[src/sv/l2fr_pkg.sv]
// Shared types, codes and helpers for the L2CAP frame reassembler.
// Depends on nothing; used by every module of the block.
package l2fr_pkg;

    // Default frame buffer size in bytes.
    localparam int BUF_BYTES_DEF = 512;

    // Width of the unwrapped length plus header sum (16-bit length + 4).
    localparam int TOT_W = 17;

    // L2CAP basic header size.
    localparam logic [7:0] HDR_BYTES = 8'd4;

    // Link-layer id codes.
    localparam logic [1:0] LLID_CONT  = 2'd1;
    localparam logic [1:0] LLID_START = 2'd2;

    // Result status codes.
    localparam logic [1:0] ST_STORED   = 2'd0;
    localparam logic [1:0] ST_IGNORED  = 2'd1;
    localparam logic [1:0] ST_SHORT    = 2'd2;
    localparam logic [1:0] ST_OVERSIZE = 2'd3;

    // Fixed channel identifiers.
    localparam logic [15:0] CID_SIGNALING = 16'h0005;
    localparam logic [15:0] CID_ATT       = 16'h0004;
    localparam logic [15:0] CID_SMP       = 16'h0006;

    // Channel class codes.
    localparam logic [1:0] CLS_SIGNALING = 2'd0;
    localparam logic [1:0] CLS_ATT       = 2'd1;
    localparam logic [1:0] CLS_SMP       = 2'd2;
    localparam logic [1:0] CLS_OTHER     = 2'd3;

    // One input item.
    typedef struct packed {
        logic [1:0] llid;
        logic [7:0] frag_len;
        logic [7:0] byte_index;
        logic [7:0] data_byte;
    } item_t;

    // Map a channel identifier to its class.
    function automatic logic [1:0] class_of(input logic [15:0] cid);
        logic [1:0] cls;
        if (cid == CID_SIGNALING) begin
            cls = CLS_SIGNALING;
        end else if (cid == CID_ATT) begin
            cls = CLS_ATT;
        end else if (cid == CID_SMP) begin
            cls = CLS_SMP;
        end else begin
            cls = CLS_OTHER;
        end
        return cls;
    endfunction

endpackage

[src/sv/l2fr_in_reg.sv]
// Input register stage of the frame reassembler.
// Depends on l2fr_pkg for the item type.
module l2fr_in_reg (
    input  logic            aclk,
    input  logic            aresetn,
    input  logic            s_valid,
    output logic            s_ready,
    input  l2fr_pkg::item_t s_item,
    input  logic            take,
    output logic            item_valid,
    output l2fr_pkg::item_t item
);

    logic            valid_reg;
    logic            valid_next;
    l2fr_pkg::item_t item_reg;

    // The stage can load when empty or when its item moves on this cycle.
    assign s_ready = !valid_reg || take;

    always_comb begin
        if (s_valid && s_ready) begin
            valid_next = 1'b1;
        end else if (take) begin
            valid_next = 1'b0;
        end else begin
            valid_next = valid_reg;
        end
    end

    // Valid flag is control state and is reset.
    always_ff @(posedge aclk) begin
        if (!aresetn) begin
            valid_reg <= 1'b0;
        end else begin
            valid_reg <= valid_next;
        end
    end

    // Payload register, loaded on every accepted item.
    always_ff @(posedge aclk) begin
        if (s_valid && s_ready) begin
            item_reg <= s_item;
        end
    end

    assign item_valid = valid_reg;
    assign item       = item_reg;

endmodule

[src/sv/l2fr_core.sv]
// Reassembly state, per-item decision logic and result register.
// Depends on l2fr_pkg for codes, the item type and the class lookup.
module l2fr_core #(
    parameter int BUF_BYTES = l2fr_pkg::BUF_BYTES_DEF,
    parameter int ADDR_W    = $clog2(BUF_BYTES),
    parameter int CNT_W     = $clog2(BUF_BYTES + 1)
) (
    input  logic              aclk,
    input  logic              aresetn,
    input  logic              item_valid,
    input  l2fr_pkg::item_t   item,
    output logic              take,
    output logic              m_valid,
    input  logic              m_ready,
    output logic [1:0]        m_status,
    output logic              m_store_enable,
    output logic [ADDR_W-1:0] m_store_addr,
    output logic [7:0]        m_store_byte,
    output logic              m_frame_done,
    output logic [CNT_W-1:0]  m_frame_total,
    output logic [15:0]       m_channel_id,
    output logic [1:0]        m_channel_class
);

    localparam logic [l2fr_pkg::TOT_W-1:0] BUF_LIM = l2fr_pkg::TOT_W'(BUF_BYTES);
    localparam logic [CNT_W-1:0] ONE = CNT_W'(1);
    localparam logic [CNT_W-1:0] TWO = CNT_W'(2);
    localparam logic [CNT_W-1:0] THREE = CNT_W'(3);

    // Reassembly state.
    logic             open_reg,     open_next;
    logic [CNT_W-1:0] expected_reg, expected_next;
    logic [CNT_W-1:0] stored_reg,   stored_next;
    logic [7:0]       len_low_reg,  len_low_next;
    logic [15:0]      channel_reg,  channel_next;

    // Result register.
    logic              valid_reg, valid_next;
    logic [1:0]        status_reg, status_next;
    logic              en_reg, en_next;
    logic [ADDR_W-1:0] addr_reg, addr_next;
    logic [7:0]        byte_reg, byte_next;
    logic              done_reg, done_next;
    logic [CNT_W-1:0]  total_reg, total_next;
    logic [15:0]       cid_reg, cid_next;
    logic [1:0]        cls_reg, cls_next;

    // Decode helpers.
    logic                         is_start;
    logic                         is_cont;
    logic                         short_start;
    logic                         in_range;
    logic                         do_append;
    logic [l2fr_pkg::TOT_W-1:0]   len_total;
    logic                         oversize;
    logic [CNT_W-1:0]             exp_eff;
    logic [CNT_W-1:0]             count_inc;

    // An item moves on when the result register is free or being drained.
    assign take = item_valid && (!valid_reg || m_ready);

    assign is_start    = (item.llid == l2fr_pkg::LLID_START);
    assign is_cont     = (item.llid == l2fr_pkg::LLID_CONT);
    assign short_start = is_start && (item.frag_len < l2fr_pkg::HDR_BYTES);
    assign in_range    = (item.byte_index < item.frag_len);
    assign do_append   = open_reg && in_range &&
                         (is_cont || (is_start && !short_start && item.byte_index != 8'd0));

    // Header length plus header size, kept wide so that it never wraps.
    assign len_total = l2fr_pkg::TOT_W'(len_low_reg) +
                       l2fr_pkg::TOT_W'({item.data_byte, 8'd0}) +
                       l2fr_pkg::TOT_W'(l2fr_pkg::HDR_BYTES);
    assign oversize  = (stored_reg == ONE) && (len_total > BUF_LIM);
    assign exp_eff   = (stored_reg == ONE) ? len_total[CNT_W-1:0] : expected_reg;
    assign count_inc = stored_reg + ONE;

    // Next state and result for the item in the input register.
    always_comb begin
        open_next     = open_reg;
        expected_next = expected_reg;
        stored_next   = stored_reg;
        len_low_next  = len_low_reg;
        channel_next  = channel_reg;

        status_next = l2fr_pkg::ST_IGNORED;
        en_next     = 1'b0;
        addr_next   = '0;
        byte_next   = 8'd0;
        done_next   = 1'b0;
        total_next  = '0;
        cid_next    = 16'd0;
        cls_next    = 2'd0;

        if (short_start) begin
            // A start fragment too short for a header closes any frame.
            open_next   = 1'b0;
            status_next = l2fr_pkg::ST_SHORT;
        end else if (is_start && item.byte_index == 8'd0) begin
            // First byte of a start fragment long enough for a header opens a fresh frame.
            open_next     = 1'b1;
            expected_next = '0;
            stored_next   = ONE;
            len_low_next  = item.data_byte;
            channel_next  = 16'd0;
            status_next   = l2fr_pkg::ST_STORED;
            en_next       = 1'b1;
            byte_next     = item.data_byte;
        end else if (do_append) begin
            if (oversize) begin
                open_next   = 1'b0;
                status_next = l2fr_pkg::ST_OVERSIZE;
            end else begin
                if (stored_reg == ONE) begin
                    expected_next = len_total[CNT_W-1:0];
                end else if (stored_reg == TWO) begin
                    channel_next = {channel_reg[15:8], item.data_byte};
                end else if (stored_reg == THREE) begin
                    channel_next = {item.data_byte, channel_reg[7:0]};
                end
                status_next = l2fr_pkg::ST_STORED;
                en_next     = 1'b1;
                addr_next   = stored_reg[ADDR_W-1:0];
                byte_next   = item.data_byte;
                stored_next = count_inc;
                // The frame is complete once the stored count meets its total.
                if (count_inc >= TWO && count_inc >= exp_eff) begin
                    open_next  = 1'b0;
                    done_next  = 1'b1;
                    total_next = exp_eff;
                    cid_next   = channel_next;
                    cls_next   = l2fr_pkg::class_of(channel_next);
                end
            end
        end
    end

    always_comb begin
        if (take) begin
            valid_next = 1'b1;
        end else if (m_ready) begin
            valid_next = 1'b0;
        end else begin
            valid_next = valid_reg;
        end
    end

    // Control state.
    always_ff @(posedge aclk) begin
        if (!aresetn) begin
            valid_reg    <= 1'b0;
            open_reg     <= 1'b0;
            expected_reg <= '0;
            stored_reg   <= '0;
            len_low_reg  <= 8'd0;
            channel_reg  <= 16'd0;
        end else begin
            valid_reg <= valid_next;
            if (take) begin
                open_reg     <= open_next;
                expected_reg <= expected_next;
                stored_reg   <= stored_next;
                len_low_reg  <= len_low_next;
                channel_reg  <= channel_next;
            end
        end
    end

    // Result payload, loaded with each item that moves on.
    always_ff @(posedge aclk) begin
        if (take) begin
            status_reg <= status_next;
            en_reg     <= en_next;
            addr_reg   <= addr_next;
            byte_reg   <= byte_next;
            done_reg   <= done_next;
            total_reg  <= total_next;
            cid_reg    <= cid_next;
            cls_reg    <= cls_next;
        end
    end

    assign m_valid         = valid_reg;
    assign m_status        = status_reg;
    assign m_store_enable  = en_reg;
    assign m_store_addr    = addr_reg;
    assign m_store_byte    = byte_reg;
    assign m_frame_done    = done_reg;
    assign m_frame_total   = total_reg;
    assign m_channel_id    = cid_reg;
    assign m_channel_class = cls_reg;

endmodule

[src/sv/l2cap_frame_reassembler.sv]
// L2CAP frame reassembler top level: input register followed by the core.
// An accepted item is registered in the input register and then in the
// result register once that register is free or being drained.
// Throughput: one item per cycle, set by the single-pass core between
// the input register and the result register; stalls only on m_ready.
// Reset: synchronous, active low; clears handshake flags and frame state.
module l2cap_frame_reassembler #(
    parameter int BUF_BYTES = l2fr_pkg::BUF_BYTES_DEF,
    parameter int ADDR_W    = $clog2(BUF_BYTES),
    parameter int CNT_W     = $clog2(BUF_BYTES + 1)
) (
    input  logic              aclk,
    input  logic              aresetn,
    input  logic              s_valid,
    output logic              s_ready,
    input  logic [1:0]        s_llid,
    input  logic [7:0]        s_frag_len,
    input  logic [7:0]        s_byte_index,
    input  logic [7:0]        s_data_byte,
    output logic              m_valid,
    input  logic              m_ready,
    output logic [1:0]        m_status,
    output logic              m_store_enable,
    output logic [ADDR_W-1:0] m_store_addr,
    output logic [7:0]        m_store_byte,
    output logic              m_frame_done,
    output logic [CNT_W-1:0]  m_frame_total,
    output logic [15:0]       m_channel_id,
    output logic [1:0]        m_channel_class
);

    l2fr_pkg::item_t s_item;
    l2fr_pkg::item_t item;
    logic            item_valid;
    logic            take;

    // Gather the input ports into one item.
    assign s_item = '{llid:       s_llid,
                      frag_len:   s_frag_len,
                      byte_index: s_byte_index,
                      data_byte:  s_data_byte};

    l2fr_in_reg u_in_reg (
        .aclk       (aclk),
        .aresetn    (aresetn),
        .s_valid    (s_valid),
        .s_ready    (s_ready),
        .s_item     (s_item),
        .take       (take),
        .item_valid (item_valid),
        .item       (item)
    );

    l2fr_core #(
        .BUF_BYTES (BUF_BYTES),
        .ADDR_W    (ADDR_W),
        .CNT_W     (CNT_W)
    ) u_core (
        .aclk            (aclk),
        .aresetn         (aresetn),
        .item_valid      (item_valid),
        .item            (item),
        .take            (take),
        .m_valid         (m_valid),
        .m_ready         (m_ready),
        .m_status        (m_status),
        .m_store_enable  (m_store_enable),
        .m_store_addr    (m_store_addr),
        .m_store_byte    (m_store_byte),
        .m_frame_done    (m_frame_done),
        .m_frame_total   (m_frame_total),
        .m_channel_id    (m_channel_id),
        .m_channel_class (m_channel_class)
    );

endmodule

[config.mk]
export PLATFORM = sky130hd
export DESIGN_NAME = l2cap_frame_reassembler
export DESIGN_NICKNAME = d
export VERILOG_FILES = /design/src/sv/l2fr_pkg.sv /design/src/sv/l2fr_in_reg.sv /design/src/sv/l2fr_core.sv /design/src/sv/l2cap_frame_reassembler.sv
export SDC_FILE = /design/constraint.sdc
export NUM_CORES = 1
export LEC_CHECK = 0
export BUFFER_PORTS_ARGS = -buffer_cell sky130_fd_sc_hd__buf_2
export CAP_MARGIN = 15
export CORE_MARGIN = 4
export CORE_UTILIZATION = 30
export DETAILED_ROUTE_END_ITERATION = 10
export GPL_ROUTABILITY_DRIVEN = 0
export HOLD_SLACK_MARGIN = 0.06
export MAX_ROUTING_LAYER = met4
export PLACE_DENSITY = 0.44
export RECOVER_POWER = 50
export SYNTH_ARGS = -nofsm -noshare
export SYNTH_HDL_FRONTEND = slang
export SYNTH_SLANG_ARGS = --single-unit
[constraint.sdc]
create_clock -name aclk -period 8.4 [get_ports aclk]
set_input_delay 0 -clock aclk [delete_from_list [all_inputs] [get_ports aclk]]
set_output_delay 0 -clock aclk [all_outputs]
set_load 0.01 [all_outputs]
Word-level counts from Yosys, hierarchy flattened
Cells that the tools add are included.

storage, ports and cells
  flip-flop bits (word level) = 122
  latch bits = 0
  memory bits (writable) = 0
  memory bits (read-only) = 0
  input port bits = 30
  memories = 0

cells by class
  add/sub/neg operators = 3
  $mul = 0
  div/mod/pow operators = 0
  magnitude comparators = 5
  eq/ne operators = 9
  shift-type cells = 0
  muxes and demuxes = 38
  bitwise operators = 3
  reductions and logical operators = 31

operators with widths
  kind                     count
  $mux W16                 10
  $mux W10                 7
  $eq A16 B3 Y1 const B    3
  $mux W8                  3
  $eq A10 B2 Y1 const B    2
  $add A17 B3 Y17 const B  1
  $add A8 B16 Y17          1
  $gt A17 B10 Y1 const B   1
  $mux W1                  15
  $add A10 B1 Y10 const B  1
  $eq A10 B1 Y1 const B    1
  $ge A10 B10 Y1           1
  $ge A10 B2 Y1 const B    1
  $logic_and A1 B1 Y1      10
  $logic_not A8 Y1         1
  $lt A8 B3 Y1 const B     1
  $lt A8 B8 Y1             1
  $reduce_bool A8 Y1       1
  $reduce_or A7 Y1         1
  $mux W2                  3
  $reduce_and A3 Y1        2
  $reduce_bool A2 Y1       3
  $reduce_or A6 Y1         1
  $reduce_or A5 Y1         1
  other kinds (11)         17

Depth between registers and ports, before layout
Gate-level depths: netlist of the first run.

  depth after elaboration = 13
  depth in mapped cells = 14
  mapped depth without buffers = 12

Cells and area by module
A second synthesis of the first run with hierarchy kept.

second synthesis, totals
  cell total of the unflattened synthesis = 532
  area total of the unflattened synthesis = 5861.9 sq um

modules (own cells, without submodules)
  module       instances  cells an instance  area each (sq um)  sequential area each (sq um)
  l2fr_core    1          501                5023.6             2392.3
  l2fr_in_reg  1          31                 838.3              800.8

Worst setup path before layout of the first run
Ideal clock, no wire load.

  path kind = reg2reg
  start point = register u_core.stored_reg[2]
  end point = register u_core.cid_reg[0], in the netlist u_core.m_channel_id[0] (data pin)
  setup time = 0.272 ns
  arrival = 2.999 ns
  data required time = 8.128 ns
  setup slack = 5.128 ns
  stages on the path, launching flop included = 15
  buffers on the path = 3
  path through = dfxtp_1 > buf_2 > nor4_1 > nand3_1 > clkbuf_1 > mux2i_1 > inv_1 > ha_1 > nand2b_1 > a211oi_1 > o21ai_0 > a21oi_1 > a311o_1 > clkbuf_1 > a211oi_1

on the way
  elaborated cells on any way between the ends = 16
  those cells by class = add/sub (1); order compare (2); eq/ne (2); mux (7); bitwise (1); reduce/logical (3)

RTL lines
  element                     RTL line          source
  from (decl)                 l2fr_core.sv:33   logic [CNT_W-1:0] stored_reg, stored_next;
  from (signal assigned)      l2fr_core.sv:161  stored_reg <= stored_next;
  $eq A10 B1 Y1               l2fr_core.sv:74   assign exp_eff = (stored_reg == ONE) ? len_total[CNT_W-1:0] : expected_reg;
  $mux W10                    n/a
  net u_core.exp_eff[0]       l2fr_core.sv:56   logic [CNT_W-1:0] exp_eff;
  $ge A10 B10 Y1              l2fr_core.sv:126  if (count_inc >= TWO && count_inc >= exp_eff) begin
  $logic_and A1 B1 Y1         l2fr_core.sv:126
  $not A1 Y1 (no line)        n/a
  $reduce_or A5 Y1 (no line)  n/a
  to (signal assigned)        l2fr_core.sv:177  cid_reg <= cid_next;
  to (decl)                   l2fr_core.sv:45   logic [15:0] cid_reg, cid_next;

The timed path passes the listed nets, and every way through them passes these cells. The select of a mux whose other input is x is not followed.
A chain may end at the register's enable or synchronous reset.

Final worst setup path of the first run
  start point = register u_core.stored_reg[7]
  end point = register u_core.cid_reg[0], in the netlist u_core.m_channel_id[0] (data pin)

The elaborated chain is that of the path after synthesis.

==> run_results.csv, run 1 <==
group,metric,value,unit
logic_synthesis,synth_top_family_by_area,"simple AND/OR/NAND/NOR gates",
layout,nFillCells,1767,
sta,setup_violations,0,
cts,cts_tree,"yes",
sta,maxSlewViolCount,50,
power_and_ir_drop,swShare,0.2252,
floorplanning,io_pins,81,
sta,fin_hold_ws,0.2844,ns
cts,clkLatencyLatePin,0.42,ns
detailed_routing,drc,0,
layout,drive_gt1_frac,0.1044,
logic_synthesis,synthCells,519,
cts,cts_buffer_depth,2,
logic_synthesis,seq_area_frac_synth,0.5656,
min_path,hold_class,"input port to flip-flop",
cts,numClockSinks,122,
sta,period_needed,3.950,ns
worst_setup_path,worstPathMaxFanout,29,
logic_synthesis,synth_cell_type_count,52,
power_and_ir_drop,power.internal,1.193,mW
detailed_routing,wl,14840,µm
sta,worstMarginPinSlew,2.784,ns
sta,rsz0062_at_grt,"no",
cts,cts_buffers,17,
layout,diodes,0,
logic_synthesis,yosysTopAreaCell,"edfxtp_1",
cts,cts_root_buffer,"clkbuf_16",
sta,post-route-period-util,0.4702,
layout,largest_reg_flops,26,
layout,final_cell_area,7148,µm²
sta,fin_skew,0.007896,ns
flow_run,cap_violations,1,
worst_setup_path,path_class,"flip-flop to flip-flop",
floorplanning,fp.dieH,145.2,µm
logic_synthesis,synth-compound-area-share,0.1434,
logic_synthesis,ys_seq_elements,122,
logic_synthesis,syn_avg_cell_area,10.88,µm²
power_and_ir_drop,seq_power_share,0.436,
logic_synthesis,synth_edf_count,75,
power_and_ir_drop,report.power.total,1.539,mW
detailed_routing,final_antenna_net_count,0,
place,place_area,6271,µm²
worst_setup_path,startpoint_type,"flip-flop",
floorplanning,start_util,0.3100,
place,pre_cts_ws,4.532,ns
logic_synthesis,synthXorXnorAreaFrac,0.02017,
logic_synthesis,synth_fa_ha_area_frac,0.05098,
detailed_routing,num_vias,4420,
power_and_ir_drop,p_clk_frac,0.495,
cts,htree_levels,4,
sta,finalHoldViolations,0,
worst_setup_path,crit_top_cell,"a211oi_1",
sta,slew_headroom,-0.8560,
floorplanning,core.rowCount,49,
power_and_ir_drop,power_density,215.4,nW/µm²
place,io_buffers,80,
layout,syn_to_final_growth,26.62,%
cts,clkTransAtPathRegs,0.06,ns
sta,clock.fmax,0.2532,GHz
logic_synthesis,syn_area,5645,µm²
place,dp.final_hpwl,10280,µm
logic_synthesis,synthMuxAreaShare,0.01241,
logic_synthesis,synth_common_cells,"edfxtp_1 (75), nand2_1 (58), dfxtp_1 (47), inv_1 (40), nor2_1 (24)",
status,status,"complete, but fails checks",
grt,grt_start_max_net_pins,50,
logic_synthesis,synth_top_area_frac,0.3989,
floorplanning,coreArea,18210,µm²
power_and_ir_drop,p_switching,0.3467,mW
worst_setup_path,arrival,4.09,ns
logic_synthesis,async_flop_share,0,
floorplanning,die_area,21080,µm²
detailed_routing,vias_per_cell,5.075,
logic_synthesis,ys_warn_count,0,
detailed_routing,firstDrtPassIters,5,
worst_setup_path,crit_required,8.54,ns
worst_setup_path,crit_path_end_kind,"flip-flop",
worst_setup_path,slowest_delay,0.66,ns
layout,nets,682,
detailed_routing,routedWlPerCell,17.04,µm
grt,grt_pass1_wl,24530,µm
detailed_routing,drt_iter0_drc,229,
logic_synthesis,synth_nets,572,
sta,setup_slack,4.450,ns
grt,antenna_found_initial,0,
grt,grt-ovfl-total,0,
worst_setup_path,crit_chain,"nor4_1 -> nand3_1 -> mux2i_1 -> inv_1 -> ha_1 -> nand2b_1 -> a211oi_1 -> o21ai_0 -> a21oi_1 -> a311o_1 -> buf_4 -> a211oi_1",
status,violations,"max-capacitance violations, max-slew violations",
power_and_ir_drop,leakagePower,2.504,nW
sta,tns,0,ns
logic_synthesis,synth-simple-area-share,0.1627,
grt,globalRouteTotalUtil,0.1501,
logic_synthesis,synth_flop_cell,"edfxtp_1",
grt,grt_pass1_vias,4583,
floorplanning,die_w,145.2,µm
power_and_ir_drop,comb_power_share,0.069,
logic_synthesis,synth_area_leaders,"edfxtp_1 (40%), dfxtp_1 (17%), ha_1 (5.1%)",
power_and_ir_drop,vdd_ir_drop_max,135.2,µV
worst_setup_path,cp_slowest_cell,"nand3_1",
logic_synthesis,yosysMostFrequentCell,"edfxtp_1",
cell type report:
type                       instances  area (µm²)  area share
sequential                       122        3193      0.4467
multi-input combinational        331        2200      0.3077
timing repair buffer             116       670.6     0.09382
clock buffer                      26       605.6     0.08472
tap                              229       286.5     0.04008
inverter                          41       153.9     0.02153
clock inverter                     6       38.79    0.005426
layout by cell type (no fill, tap or decap), types with 3 or more instances in the layout:
master          n
nand3_1        13
dlygate4sd3_1  30
and4b_1         3
clkbuf_1       56
o2bb2ai_1      17
o22ai_1        16
a21oi_1        21
clkbuf_8        4
nand4_1         8
nor4_1         11
and4_1          3
nor3b_1        10
nor2b_1         4
o21a_1          3
edfxtp_1       75
o21ai_0        10
ha_1           23
nor3_1         20
nand2_1        58
clkinvlp_4      3
or3_1           3
xnor2_1         7
mux2i_1         7
nor4b_1         3
nor2_1         24
nand2b_1        3
inv_1          39
a211oi_1       20
buf_2          26
clkbuf_16      22
and3_1          9
o211ai_1        3
xor2_1          6
dfxtp_1        47
buf_4           4
repair_timing:
item | CTS | global route
hold buffers | 30 | 0
hold endpoints to repair | 31 | 0
setup buffers | 0 | 0
resized for setup | 0 | 0
endpoints found under the setup margin | 0 | 0
power by group through the flow:
stage / combinational [mW] / sequential [mW] / clock [mW]
global placement: 0.0981 / 0.683 / 0
finish: 0.105 / 0.672 / 0.762
floorplan: 0.0562 / 0.683 / 0
global route: 0.118 / 0.674 / 0.812
CTS: 0.110 / 0.671 / 0.781
detailed placement: 0.0989 / 0.683 / 0
layer usage:
| layer | share of wire | vias up | GRT usage |
|---|---|---|---|
| li1 | - | 2157 | - |
| met1 | 0.48 | 2111 | 0.1940 |
| met2 | 0.46 | 130 | 0.2308 |
| met3 | 0.046 | 22 | 0.03492 |
| met4 | 0.017 | 0 | 0.05651 |
| met5 | 0 | - | - |
cells by family after synthesis:
logic type | after synthesis
AO/OA/AOI/OAI | 109
XOR/XNOR | 13
adder cells (fa/ha/maj) | 23
buffers and inverters | 66
flip-flops | 122
multiplexers | 7
AND/OR/NAND/NOR | 179
worst max-delay path: cells and delay by family, from the launching register on:
kind                     cells  cell delay, ns
buffers and inverters        2            0.41
AND/OR/NAND/NOR              3            1.35
AO/OA/AOI/OAI                5            0.77
flip-flops                   1            0.37
adder cells (fa/ha/maj)      1            0.27
multiplexers                 1            0.47
per-stage QoR:
stage	util	cells
3_5_place_dp	0.3444	808
6_report	0.3926	871
3_3_place_gp	0.3444	808
2_1_floorplan	-	519
4_1_cts	0.3963	870
5_1_grt	0.3926	871
final timing paths:
path / from / endpoint / slack [ns] / cells past startpoint
max reg2reg: u_core.stored_reg[7] / u_core.m_channel_id[0] / 4.45 / 12
max: u_core.stored_reg[7] / u_core.m_channel_id[0] / 4.45 / 12
min reg2reg: u_core.channel_reg[8] / u_core.channel_reg[8] / 0.45 / 2
min: s_data_byte[2] / u_in_reg.item[2] / 0.28 / 2
Note: power is estimated with default switching activity, not from simulation.
==> inputs of run 2 (changes only) <==
- clock period: 8.4 -> 3.65 ns (I/O delays scaled with it)
==> run_results.csv, run 2 (synthesis gave the netlist of run 1 again) <==
group,metric,value,unit
status,status,"finished, final reports clean",
power_and_ir_drop,report.power.total,3.638,mW
flow_run,cap_violations,0,
min_path,hold_class,"input port to flip-flop",
layout,final_cell_mix,"edfxtp_1 (75), nand2_1 (58), clkbuf_1 (55), dfxtp_1 (47), inv_1 (39)",
sta,clock.fmax,0.3005,GHz
cts,clkLatencyLatePin,0.42,ns
grt,grt_pass1_vias,4551,
worst_setup_path,ff2ff_setup_slack,0.32,ns
power_and_ir_drop,power.internal,2.829,mW
sta,post-route-period-util,0.9116,
cts,numClockSinks,122,
layout,final_cells,880,
place,io_buffers,80,
power_and_ir_drop,p_switching,0.8098,mW
sta,fin_skew,0.008109,ns
sta,setup_violations,0,
worst_setup_path,arrival,3.47,ns
sta,finalHoldViolations,0,
floorplanning,core.rowCount,49,
grt,grt_start_max_net_pins,50,
sta,rsz0062_at_grt,"no",
cts,cts_tree,"yes",
place,place_inst,818,
layout,nets,691,
layout,largest_reg_flops,26,
detailed_routing,firstDrtPassIters,5,
cts,cts_buffers,17,
grt,globalRouteTotalUtil,0.1511,
cts,clkTransAtPathRegs,0.06,ns
layout,drive_gt1_frac,0.1137,
place,dp.final_hpwl,10470,µm
worst_setup_path,crit_required,3.79,ns
worst_setup_path,path_class,"flip-flop to flip-flop",
detailed_routing,vias_per_cell,4.942,
sta,maxSlewViolCount,0,
worst_setup_path,crit_path_end_kind,"flip-flop",
power_and_ir_drop,swShare,0.2226,
floorplanning,io_pins,81,
layout,postLayoutCoreUtil,0.3970,
grt,antenna_found_initial,0,
sta,slew_headroom,0.1170,
sta,period_needed,3.327,ns
power_and_ir_drop,vdd_ir_drop_max,332.3,µV
floorplanning,fp.dieH,145.2,µm
worst_setup_path,worstPathMaxFanout,29,
detailed_routing,final_antenna_net_count,0,
worst_setup_path,startpoint_type,"flip-flop",
cts,cts_buffer_depth,2,
cts,htree_levels,4,
detailed_routing,drt_iter0_drc,254,
floorplanning,die_w,145.2,µm
sta,tns,0,ns
sta,setup_slack,0.3226,ns
floorplanning,die_area,21080,µm²
grt,grt_pass1_wl,24640,µm
place,pre_cts_ws,0.3745,ns
power_and_ir_drop,leakagePower,2.557,nW
layout,diodes,0,
cts,cts_root_buffer,"clkbuf_16",
layout,nFillCells,1755,
floorplanning,coreArea,18210,µm²
sta,worstMarginPinSlew,1.324,ns
grt,grt-ovfl-total,0,
detailed_routing,routedWlPerCell,16.95,µm
layout,final_common_cell,"edfxtp_1",
power_and_ir_drop,comb_power_share,0.071,
power_and_ir_drop,power_density,503.4,nW/µm²
detailed_routing,drc,0,
detailed_routing,num_vias,4349,
power_and_ir_drop,seq_power_share,0.423,
detailed_routing,wl,14910,µm
power_and_ir_drop,p_clk_frac,0.506,
layout,syn_to_final_growth,28.04,%
floorplanning,start_util,0.3100,
## run 2: changes by cell type in the layout (fill, tap and decap cells not counted), sizes merged
cell      change
clkinv        +6
inv           -1
clkbuf        -8
buf           +9
bufinv        +5
clkinvlp      -2
## run 2: final timing paths
path,from,end,depth (start not counted)
worst max-delay path,u_core.stored_reg[2],u_core.m_channel_class[0],13
worst min register to register,u_core.expected_reg[2],u_core.expected_reg[2],1
worst min-delay path,s_frag_len[2],u_in_reg.item[18],2
worst max register to register,u_core.stored_reg[2],u_core.m_channel_class[0],13
## run 2: stage by stage
step | instance area, µm² | hold slack [ns]
3_5_place_dp | 6359 | 0.1781
4_1_cts | 7300 | 0.2666
5_1_grt | 7228 | 0.2663
6_report | 7228 | 0.2840
2_1_floorplan | 5645 | 0.09887
3_3_place_gp | 6359 | 0.1763
## run 2: power groups by stage
stage          clock [mW]  combinational, mW  sequential (mW)
6_report             1.84              0.259             1.54
3_5_place_dp            0              0.244             1.57
5_1_grt              1.94              0.290             1.54
3_3_place_gp            0              0.244             1.57
2_1_floorplan           0              0.129             1.57
4_1_cts              1.88              0.269             1.54
## run 2: worst max-delay path, stage by stage (launching register included)
cell,delay (ns)
dfxtp_1,0.40
nor4_1,0.55
nand3_1,0.14
buf_4,0.23
mux2i_1,0.25
inv_1,0.08
ha_1,0.27
nand2b_1,0.14
a211oi_1,0.21
o21ai_0,0.11
a21oi_1,0.16
a311o_1,0.24
buf_12,0.21
a211oi_1,0.06
## run 2: repair_timing
item	4_1_cts	5_1_grt
gates resized for setup	0	0
buffers inserted	0	0
endpoints found under the hold margin	31	0
hold buffers	30	0
## run 2: cell type report
cell class | count | area [µm²] | area share
sequential | 122 | 3193 | 0.4418
clock buffer | 18 | 439.2 | 0.06076
inverter | 41 | 153.9 | 0.02129
clock inverter | 14 | 201.4 | 0.02787
multi-input combinational | 331 | 2200 | 0.3043
timing repair buffer | 125 | 754.5 | 0.1044
tap | 229 | 286.5 | 0.03964
## run 2: metal layers
layer / vias to the layer above / global-route usage / wire length (µm) / part of all wire
met2: 108 / 0.2293 / 6823 / 0.46
met3: 18 / 0.03555 / 635 / 0.043
li1: 2172 / - / - / -
met4: 0 / 0.05318 / 259 / 0.017
met1: 2051 / 0.1990 / 7194 / 0.48
met5: - / - / 0 / 0
